===== config.mk =====
export PLATFORM = sky130hd
export DESIGN_NAME = tremolo_amplitude_modulator
export DESIGN_NICKNAME = d
export VERILOG_FILES = /design/src/rtl/tam_pkg.sv /design/src/rtl/tam_sine_rom.sv /design/src/rtl/tam_datapath.sv /design/src/rtl/tam_ctrl.sv /design/src/rtl/tremolo_amplitude_modulator.sv
export SDC_FILE = /design/constraint.sdc
export NUM_CORES = 2
export LEC_CHECK = 0
export BUFFER_PORTS_ARGS = -buffer_cell sky130_fd_sc_hd__buf_2
export CAP_MARGIN = 25
export CELL_PAD_IN_SITES_DETAIL_PLACEMENT = 1
export CELL_PAD_IN_SITES_GLOBAL_PLACEMENT = 1
export CORE_UTILIZATION = 30
export CTS_CLUSTER_DIAMETER = 40
export CTS_CLUSTER_SIZE = 25
export DETAILED_ROUTE_END_ITERATION = 10
export PLACE_DENSITY_LB_ADDON = 0.1
export SYNTH_ARGS = -nofsm -noshare
export SYNTH_HDL_FRONTEND = slang
export SYNTH_SLANG_ARGS = --single-unit

===== constraint.sdc =====
create_clock -name i_clk -period 13.56 [get_ports i_clk]
set_input_delay 2.712 -clock i_clk [delete_from_list [all_inputs] [get_ports i_clk]]
set_output_delay 2.712 -clock i_clk [all_outputs]
set_load 0.02 [all_outputs]

===== src/rtl/tam_pkg.sv =====
`timescale 1ns / 1ps

package tam_pkg;

    // Configuration register indexes
    localparam int unsigned CFG_INDEX_BITS = 2;
    localparam int unsigned CFG_DATA_BITS  = 32;
    localparam logic [CFG_INDEX_BITS-1:0] CFG_PHASE_STEP = 2'd0;
    localparam logic [CFG_INDEX_BITS-1:0] CFG_DEPTH      = 2'd1;

    // Register reset values
    localparam logic [31:0] PHASE_STEP_RESET = 32'd4096;
    localparam logic [15:0] DEPTH_RESET      = 16'd32768;

    // Unity gain offset (0.5 in Q.33) and pi in Q30 for the table build
    localparam logic [32:0] GAIN_HALF = 33'h1_0000_0000;
    localparam logic [63:0] PI_Q30    = 64'd3373259426;

    // Commands from the controller to the datapath
    typedef struct packed {
        logic load_in;   // item accepted: latch sample, phase, table address
        logic rom_rd;    // read sine table
        logic gain_en;   // form gain from depth and sine
        logic prod_en;   // multiply magnitude by gain
        logic out_load;  // round, saturate and load output register
    } t_dp_cmd;

endpackage


===== src/rtl/tam_sine_rom.sv =====
`timescale 1ns / 1ps

module tam_sine_rom #(
    parameter int unsigned SINE_TABLE_DEPTH = 256
) (
    input  logic                                i_clk,
    input  logic                                i_en,
    input  logic [$clog2(SINE_TABLE_DEPTH)-1:0] i_addr,
    output logic [15:0]                         o_data
);

    localparam logic [63:0] ROM_DIV = 64'(4 * SINE_TABLE_DEPTH);

    // Quarter-wave midpoint sine, Q0.16, seven Taylor terms in Q30
    function automatic logic [15:0] rom_entry(input int unsigned i);
        logic [63:0] x;
        logic [63:0] x2;
        logic [63:0] t;
        logic [63:0] s;
        logic [63:0] v;
        x  = (64'(2 * i + 1) * tam_pkg::PI_Q30) / ROM_DIV;
        x2 = (x * x) >> 30;
        s  = x;
        t  = ((x * x2) >> 30) / 6;
        s  = s - t;
        t  = ((t * x2) >> 30) / 20;
        s  = s + t;
        t  = ((t * x2) >> 30) / 42;
        s  = s - t;
        t  = ((t * x2) >> 30) / 72;
        s  = s + t;
        t  = ((t * x2) >> 30) / 110;
        s  = s - t;
        t  = ((t * x2) >> 30) / 156;
        s  = s + t;
        v  = (s * 64'd65535 + (64'd1 << 29)) >> 30;
        if (v > 64'd65535) begin
            v = 64'd65535;
        end
        return v[15:0];
    endfunction

    logic [15:0] w_rom [SINE_TABLE_DEPTH];

    // Constant table contents
    for (genvar g = 0; g < SINE_TABLE_DEPTH; g++) begin : g_rom
        localparam logic [15:0] ENTRY = rom_entry(g);
        assign w_rom[g] = ENTRY;
    end

    // Registered read
    always_ff @(posedge i_clk) begin
        if (i_en) begin
            o_data <= w_rom[i_addr];
        end
    end

endmodule


===== src/rtl/tam_datapath.sv =====
`timescale 1ns / 1ps

module tam_datapath #(
    parameter int unsigned SINE_TABLE_DEPTH = 256,
    parameter int unsigned SAMPLE_BITS      = 24
) (
    input  logic                                 i_clk,
    input  logic                                 i_rst_n,
    input  tam_pkg::t_dp_cmd                     i_cmd,
    input  logic                                 i_cfg_wr,
    input  logic [tam_pkg::CFG_INDEX_BITS-1:0]   i_cfg_index,
    input  logic [tam_pkg::CFG_DATA_BITS-1:0]    i_cfg_data,
    input  logic signed [SAMPLE_BITS-1:0]        i_sample_in,
    input  logic                                 i_buffer_start,
    output logic signed [SAMPLE_BITS-1:0]        o_sample_out
);

    localparam int unsigned IDX_BITS   = $clog2(SINE_TABLE_DEPTH);
    localparam int unsigned SCALE_BITS = 31 + IDX_BITS;
    localparam int unsigned PROD_BITS  = SAMPLE_BITS + 33;
    localparam int unsigned RES_BITS   = SAMPLE_BITS + 1;

    logic [31:0]             r_phase_step;
    logic [15:0]             r_depth;
    logic [31:0]             r_phase_acc;
    logic [IDX_BITS-1:0]     r_addr;
    logic                    r_gain_neg;
    logic [SAMPLE_BITS-1:0]  r_mag;
    logic                    r_neg;
    logic [32:0]             r_gain;
    logic [PROD_BITS-1:0]    r_prod;
    logic [SAMPLE_BITS-1:0]  r_sample_out;

    logic [31:0]             w_phase;
    logic [SCALE_BITS-1:0]   w_scaled;
    logic [IDX_BITS-1:0]     w_idx;
    logic [IDX_BITS-1:0]     w_addr;
    logic [SAMPLE_BITS-1:0]  w_raw;
    logic                    w_neg;
    logic [SAMPLE_BITS-1:0]  w_mag;
    logic [15:0]             w_sine;
    logic [31:0]             w_dm;
    logic [32:0]             w_gain;
    logic [PROD_BITS:0]      w_rnd;
    logic [RES_BITS-1:0]     w_r;
    logic [RES_BITS-1:0]     w_lim;
    logic [RES_BITS-1:0]     w_sat;
    logic [SAMPLE_BITS-1:0]  w_out;

    // Phase for this item and its table address (mirror in odd quadrants)
    assign w_phase  = i_buffer_start ? 32'd0 : r_phase_acc;
    assign w_scaled = SCALE_BITS'(w_phase[29:0]) * SCALE_BITS'(SINE_TABLE_DEPTH);
    assign w_idx    = w_scaled[29+IDX_BITS:30];
    assign w_addr   = w_phase[30] ? (IDX_BITS'(SINE_TABLE_DEPTH - 1) - w_idx) : w_idx;

    // Sign and magnitude of the sample
    assign w_raw = i_sample_in;
    assign w_neg = w_raw[SAMPLE_BITS-1];
    assign w_mag = w_neg ? (~w_raw + 1'b1) : w_raw;

    tam_sine_rom #(
        .SINE_TABLE_DEPTH(SINE_TABLE_DEPTH)
    ) u_rom (
        .i_clk (i_clk),
        .i_en  (i_cmd.rom_rd),
        .i_addr(r_addr),
        .o_data(w_sine)
    );

    // Gain = 0.5 +/- depth * sine / 2
    assign w_dm   = 32'(r_depth) * 32'(w_sine);
    assign w_gain = r_gain_neg ? (tam_pkg::GAIN_HALF - {1'b0, w_dm})
                               : (tam_pkg::GAIN_HALF + {1'b0, w_dm});

    // Round half away from zero, saturate, restore sign
    assign w_rnd = {1'b0, r_prod} + (PROD_BITS + 1)'(tam_pkg::GAIN_HALF);
    assign w_r   = w_rnd[PROD_BITS:33];
    assign w_lim = r_neg ? {2'b01, {(SAMPLE_BITS-1){1'b0}}}
                         : {2'b00, {(SAMPLE_BITS-1){1'b1}}};
    assign w_sat = (w_r > w_lim) ? w_lim : w_r;
    assign w_out = r_neg ? (~w_sat[SAMPLE_BITS-1:0] + 1'b1) : w_sat[SAMPLE_BITS-1:0];

    // Configuration registers and phase accumulator
    always_ff @(posedge i_clk) begin
        if (!i_rst_n) begin
            r_phase_step <= tam_pkg::PHASE_STEP_RESET;
            r_depth      <= tam_pkg::DEPTH_RESET;
            r_phase_acc  <= 32'd0;
        end else begin
            if (i_cfg_wr) begin
                unique case (i_cfg_index)
                    tam_pkg::CFG_PHASE_STEP: r_phase_step <= i_cfg_data;
                    tam_pkg::CFG_DEPTH:      r_depth      <= i_cfg_data[15:0];
                    default: ;
                endcase
            end
            if (i_cmd.load_in) begin
                r_phase_acc <= w_phase + r_phase_step;
            end
        end
    end

    // Payload pipeline registers
    always_ff @(posedge i_clk) begin
        if (i_cmd.load_in) begin
            r_addr     <= w_addr;
            r_gain_neg <= w_phase[31];
            r_mag      <= w_mag;
            r_neg      <= w_neg;
        end
        if (i_cmd.gain_en) begin
            r_gain <= w_gain;
        end
        if (i_cmd.prod_en) begin
            r_prod <= PROD_BITS'(r_mag) * PROD_BITS'(r_gain);
        end
        if (i_cmd.out_load) begin
            r_sample_out <= w_out;
        end
    end

    assign o_sample_out = r_sample_out;

endmodule


===== src/rtl/tam_ctrl.sv =====
`timescale 1ns / 1ps

module tam_ctrl (
    input  logic             i_clk,
    input  logic             i_rst_n,
    input  logic             i_in_valid,
    input  logic             i_out_ready,
    output logic             o_in_ready,
    output logic             o_out_valid,
    output tam_pkg::t_dp_cmd o_cmd
);

    localparam logic [2:0] S_IDLE = 3'd0;
    localparam logic [2:0] S_ROM  = 3'd1;
    localparam logic [2:0] S_GAIN = 3'd2;
    localparam logic [2:0] S_PROD = 3'd3;
    localparam logic [2:0] S_OUT  = 3'd4;

    logic [2:0] r_state;
    logic [2:0] n_state;
    logic       r_out_valid;
    logic       n_out_valid;
    logic       w_accept;
    logic       w_load;

    assign o_in_ready = (r_state == S_IDLE);
    assign w_accept   = i_in_valid && o_in_ready;
    // Output register is free when empty or being taken this cycle
    assign w_load     = (r_state == S_OUT) && (!r_out_valid || i_out_ready);

    // Next state
    always_comb begin
        n_state = r_state;
        unique case (r_state)
            S_IDLE:  if (w_accept) n_state = S_ROM;
            S_ROM:   n_state = S_GAIN;
            S_GAIN:  n_state = S_PROD;
            S_PROD:  n_state = S_OUT;
            S_OUT:   if (w_load) n_state = S_IDLE;
            default: n_state = S_IDLE;
        endcase
    end

    // Output valid flag
    always_comb begin
        n_out_valid = r_out_valid;
        if (w_load) begin
            n_out_valid = 1'b1;
        end else if (i_out_ready) begin
            n_out_valid = 1'b0;
        end
    end

    always_ff @(posedge i_clk) begin
        if (!i_rst_n) begin
            r_state     <= S_IDLE;
            r_out_valid <= 1'b0;
        end else begin
            r_state     <= n_state;
            r_out_valid <= n_out_valid;
        end
    end

    // Datapath commands
    assign o_cmd.load_in  = w_accept;
    assign o_cmd.rom_rd   = (r_state == S_ROM);
    assign o_cmd.gain_en  = (r_state == S_GAIN);
    assign o_cmd.prod_en  = (r_state == S_PROD);
    assign o_cmd.out_load = w_load;

    assign o_out_valid = r_out_valid;

endmodule


===== src/rtl/tremolo_amplitude_modulator.sv =====
// Each item goes through the controller sequence of accept, sine table read, gain
// multiply, sample multiply and output load; the output load waits while a held
// result is not taken, and a new item is accepted only after that load.
// The output register lets the next item in while a result waits to be taken.
// Reset (synchronous, active low) clears the phase and control, and loads the
// register defaults (phase step 4096, depth 32768).
`timescale 1ns / 1ps

module tremolo_amplitude_modulator #(
    parameter int unsigned SINE_TABLE_DEPTH = 256,
    parameter int unsigned SAMPLE_BITS      = 24
) (
    input  logic                               i_clk,
    input  logic                               i_rst_n,
    input  logic                               i_in_valid,
    output logic                               o_in_ready,
    input  logic signed [SAMPLE_BITS-1:0]      i_sample_in,
    input  logic                               i_buffer_start,
    output logic                               o_out_valid,
    input  logic                               i_out_ready,
    output logic signed [SAMPLE_BITS-1:0]      o_sample_out,
    input  logic                               i_cfg_valid,
    output logic                               o_cfg_ready,
    input  logic [tam_pkg::CFG_INDEX_BITS-1:0] i_cfg_index,
    input  logic [tam_pkg::CFG_DATA_BITS-1:0]  i_cfg_data
);

    tam_pkg::t_dp_cmd w_cmd;

    // Register writes are always taken
    assign o_cfg_ready = 1'b1;

    tam_ctrl u_ctrl (
        .i_clk      (i_clk),
        .i_rst_n    (i_rst_n),
        .i_in_valid (i_in_valid),
        .i_out_ready(i_out_ready),
        .o_in_ready (o_in_ready),
        .o_out_valid(o_out_valid),
        .o_cmd      (w_cmd)
    );

    tam_datapath #(
        .SINE_TABLE_DEPTH(SINE_TABLE_DEPTH),
        .SAMPLE_BITS     (SAMPLE_BITS)
    ) u_dp (
        .i_clk         (i_clk),
        .i_rst_n       (i_rst_n),
        .i_cmd         (w_cmd),
        .i_cfg_wr      (i_cfg_valid && o_cfg_ready),
        .i_cfg_index   (i_cfg_index),
        .i_cfg_data    (i_cfg_data),
        .i_sample_in   (i_sample_in),
        .i_buffer_start(i_buffer_start),
        .o_sample_out  (o_sample_out)
    );

endmodule


======== Word-level counts from Yosys, hierarchy flattened ========
Memories as Yosys holds them, arrays and structs flattened. A register that Yosys moved wholly into a read port is not among the register bits.
Index checks and enable logic that the tools add are counted.
word-level totals
  bits in read-only memories .............. 4096
  memories ................................ 1
  word-level logic and storage cells ...... 56
  output and inout port bits .............. 27
  flip-flop bits (word level) ............. 232
cells by class
  $lt $le $gt $ge ......................... 1
  muxes and demuxes ....................... 12
  multipliers ............................. 2
  $add $sub $neg .......................... 7
  bitwise logic cells ..................... 3
  reductions and logical operators ........ 10
  equal/unequal tests ..................... 7
memory list
  name              depth  bits a word  rd ports  clocked after Yosys merged registers in  wr ports  line                RTL
  (name not given)  256    16           1         1                                        0         tam_sine_rom.sv:54  o_data <= w_rom[i_addr];
operators by type and width
  kind                                                 count
  two-way mux 24 bit                                   3
  adder 57 x 33 -> 58 bit (second input constant)      1
  multiplier 24 x 33 -> 57 bit                         1
  adder 24 x 1 -> 24 bit (second input constant)       2
  inverter 24 bit                                      2
  adder 33 x 32 -> 33 bit (first input constant)       1
  two-way mux 33 bit                                   1
  subtractor 33 x 32 -> 33 bit (first input constant)  1
  adder 32 bit                                         1
  multiplier 16 x 16 -> 32 bit                         1
  two-way mux 32 bit                                   1
  greater-than comparator 25 x 24 -> 1 bit             1
  two-way mux 23 bit                                   1
  case mux 3 bit (5 select lines)                      1
  inverter 8 -> 9 bit                                  1
  two-way mux 8 bit                                    1
  subtractor 8 bit (first input constant)              1
  == test 3 x 2 -> 1 bit (second input constant)       2
  two-way mux 3 bit                                    2
  AND reduction 2 bit                                  3
  == test 3 x 1 -> 1 bit (second input constant)       1
  == test 3 bit (second input constant)                1
  logical NOT 3 bit                                    1
  == test 2 x 1 -> 1 bit (second input constant)       1
  other kinds (8)                                      10

======== Depth between registers and ports, before layout ========
  depth in word-level cells ............... 6
  gate-level depth with buffers ........... 27

======== Hierarchy ========
A second synthesis with hierarchy kept.
second synthesis, totals
  cell total of the unflattened synthesis .. 5683
  area, all modules ....................... 49357.3 sq um
modules (own cells, without submodules)
  module                       cells an instance  seq. area each (sq um)  instances  area an instance (sq um)
  tam_datapath                 4872               5084.9                  1          44021.0
  tam_sine_rom                 786                480.5                   1          5101.1
  tam_ctrl                     23                 80.1                    1          224.0
  tremolo_amplitude_modulator  2                  0.0                     1          11.3

======== Worst setup path after synthesis ========
OpenSTA, ideal clock, no wires.
  path kind ............................... reg-to-reg
  start ................................... register u_dp.r_mag[3]
  end ..................................... register u_dp.r_prod[53] (data pin)
  arrival ................................. 6.704 ns
  setup slack ............................. 6.598 ns
  period minus slack after synthesis ...... 6.962 ns
  buffers on the path ..................... 1
  setup time .............................. 0.258 ns
  stages on the path, launching flop included .. 26
  path through ............................ edfxtp_1 clkbuf_1 nand2_1 fa_1 inv_1 fa_1 inv_1 fa_1 fa_1 inv_1 fa_1 fa_1 inv_1 fa_1 inv_1 ha_1 and4_1 and3_1 and3_1 a21oi_1 o21a_1 a31oi_1 or4b_2 a21o_1 a21oi_1 xnor2_1
between the ends
  word-level cells in the longest chain between the ends .. 1
RTL lines
  element                       line                 RTL
  from (decl)                   tam_datapath.sv:28   logic [SAMPLE_BITS-1:0] r_mag;
  from (signal assigned)        tam_datapath.sv:108  r_mag <= w_mag;
  multiplier 24 x 33 -> 57 bit  tam_datapath.sv:115  r_prod <= PROD_BITS'(r_mag) * PROD_BITS'(r_gain);
  to (signal assigned)          tam_datapath.sv:115
  to (decl)                     tam_datapath.sv:31   logic [PROD_BITS-1:0] r_prod;
No other way between the ends.
A chain may end at the register's enable or synchronous reset.

======== Worst setup path after layout ========
  start ................................... register u_dp.r_mag[10]
  end ..................................... register u_dp.r_prod[49] (data pin)
The elaborated chain is that of the path after synthesis.

==> impl_metrics.toml <==
[clocking]
hold_buffers = 0
cts_resized = 0
cts_root_buf = "clkbuf_16"
cts_buffers = 54
path_clk_slew_ns = 0.04
cts_max_level = 2
max-clock-path-buffers = 3
cts_tree = "yes"
cts_sinks = 216
clock_latency_ns = 0.69
cts_setup_buffers = 0

[logic_synthesis]
netlist_area_um2 = 48800
yosysTopAreaCell = "fa_1"
yosys_warnings = 0
synth_edf_count = 132
synth-main-ff-cell = "edfxtp_1"
synthCells = 5744
avgSynthCellArea_um2 = 8.50
synth_area_leaders = "fa_1, ha_1, edfxtp_1"
synth-seq-cells = 216
seq_area_frac_synth_pct = 11.6
synth_cell_types = 89
async_reset_ff_share_pct = 0
yosysTopAreaCellShare_pct = 35.9
synth_fp_nets = 7044

[floorplan]
die_h_um = 405
core-area_um2 = 161000
die_x_um = 405
initial_core_util_pct = 30.3
rows = 147
die_area_um2 = 164000
boundaryPins = 91

[worst_setup_path]
reg2reg_slack_ns = 5.21
worst_ep_required_time_ns = 13.93
cp.arrival_ns = 8.72
endpoint_kind = "register"
critPathMaxFanout = 20
crit_type = "register to register"
start_kind = "register"

[job]
cap_violations = 0

[global_route]
track_usage_pct = 21.5
grt_max_degree = 135
grt_overflow = 0
grt_pass1_vias = 43000
antenna_found_initial = 15
grt_pass1_wl_um = 267000

[placement]
pre_cts_ws_ns = 5.12
portBuffers = 89
post-dp-hpwl_um = 132000
gp_congestion = 0.834

[detailed_routing]
postRouteAntennaNets = 0
via_count = 39300
vias_per_cell = 5.00
drt_iter0_markers = 2098
wl_per_cell_um = 22.3
drt_wl_total_um = 175000
first_pass_iters = 5
drc = 0

[sta]
setup_viol = 0
grt_setup_unrepaired = "no"
layout_min_cycle_time_ns = 8.35
fin_setup_tns_ns = 0
hold_violations = 0
fmax_mhz = 120
finalWorstSetupSlack_ns = 5.21
slew_headroom_pct = 27.6
skew_ns = 0.0653
maxSlewViolCount = 0
tightestPinTransition_ns = 1.08
fin_crit_sh_pct = 61.6

[layout]
multi_input_area_um2 = 38200
area.growth.synth_to_final_pct = 9.54
layout_commonest_cell = "inv_1"
mostFrequentLayoutCells = "inv_1, nand2_1, fa_1, and2_1, ha_1"
nFillCells = 18900
layout-drive-gt1-share_pct = 5.64
seqCellArea_um2 = 5650
finish.net_count = 6963

[worst_hold_path]
hold_class = "register to register"

[outcome]
status = "finished, final reports clean"
-- cells by family after synthesis --
family / after synthesis / share of synthesized area [%]
and+or+nand+nor: 1929 / 18.8
buffers and inverters: 1332 / 10.3
adders and majority gates: 1236 / 45.1
AOI/OAI and AO/OA: 848 / 10.8
DFF: 216 / 11.6
xor gates and xnor gates: 160 / 2.89
muxes: 22 / 0.562
other: 1 / 0.00768
-- metrics by stage --
step / hold WS, ns / cells / instance area (um2) / utilization, %
after floorplan: 0.427 / 5744 / 48800 / -
after global placement: 0.434 / 7766 / 51500 / 32.0
after detailed placement: 0.442 / 7766 / 51500 / 32.0
after CTS: 0.448 / 7866 / 53400 / 33.2
after global routing: 0.463 / 7869 / 53500 / 33.2
final: 0.444 / 7870 / 53500 / 33.2
-- synthesized netlist by cell type (9+ instances only) --
cell / n
or2_2: 10
o21ai_0: 191
o22ai_1: 15
and3_1: 22
o21a_1: 22
fa_1: 874
nor3_1: 53
nand3_1: 73
buf_1: 25
xor2_1: 45
xnor2_1: 114
nand4_1: 25
clkbuf_1: 295
o21bai_1: 9
a31oi_1: 37
nand2b_1: 23
a21oi_1: 287
edfxtp_1: 132
nor2_1: 197
a221oi_1: 12
nor2b_1: 51
a311oi_1: 11
o31ai_1: 21
a211oi_1: 43
mux2i_1: 15
o311ai_0: 11
or3_1: 16
nand2_1: 959
and2_1: 433
o211ai_1: 37
dfxtp_1: 84
nor4_1: 11
inv_1: 1004
and4_1: 11
ha_1: 362
a21o_1: 61
-- cell type report --
class	count	area share, %
inverters	1009	7.09
clock buffers	72	2.87
diodes	3	0.0140
clock inverters	28	0.768
repair buffers	186	2.24
well taps	2160	5.06
flip-flops and latches	216	10.6
multi-input cells	4196	71.4
-- final timing paths --
| check | start | endpoint | cells past startpoint |
|---|---|---|---|
| max reg2reg | u_dp.r_mag[10] | u_dp.r_prod[49] | 23 |
| min | u_dp.r_phase_acc[15] | u_dp.r_phase_acc[15] | 2 |
| max | u_dp.r_mag[10] | u_dp.r_prod[49] | 23 |
| min reg2reg | u_dp.r_phase_acc[15] | u_dp.r_phase_acc[15] | 2 |
-- state kept, by name (all words and copies together) (netlist names) --
signal              cells
u_dp.r_mag             24
u_dp.r_gain            33
u_ctrl.o_out_valid      1
u_dp.r_prod            25
u_dp.r_addr             8
u_dp.o_sample_out      24
u_ctrl.r_state          3
u_dp.r_depth           16
u_dp.r_phase_step      32
u_dp.u_rom.o_data      16
u_dp.r_gain_neg         1
u_dp.r_neg              1
u_dp.r_phase_acc       32
-- per-layer routing --
metal  vias up  global-route usage (%)  wire length (um)
li1      17900                       -                 -
met1     20500                    27.9             77300
met2       686                    36.5             84200
met3       236                    3.03              7180
met4        14                    7.40              6360
met5         -                       0                80
-- critical path: stages (launching register included) --
cell and delay [ns]:
edfxtp_1 0.86, buf_4 0.50, nand2_1 0.13, fa_1 0.55, inv_1 0.06, fa_1 0.56, fa_1 0.45, fa_1 0.58
fa_1 0.44, fa_1 0.50, inv_1 0.05, fa_1 0.47, inv_1 0.05, ha_1 0.33, and4_1 0.25, and3_1 0.22
and3_1 0.27, nand4_1 0.18, or3_1 0.55, a31oi_1 0.45, o2111ai_1 0.20, nand2_1 0.12, o221ai_1 0.14, xnor2_1 0.15
Power is not shown: default switching activity piles up to over one toggle a cycle in this logic, so the estimate is an artifact.
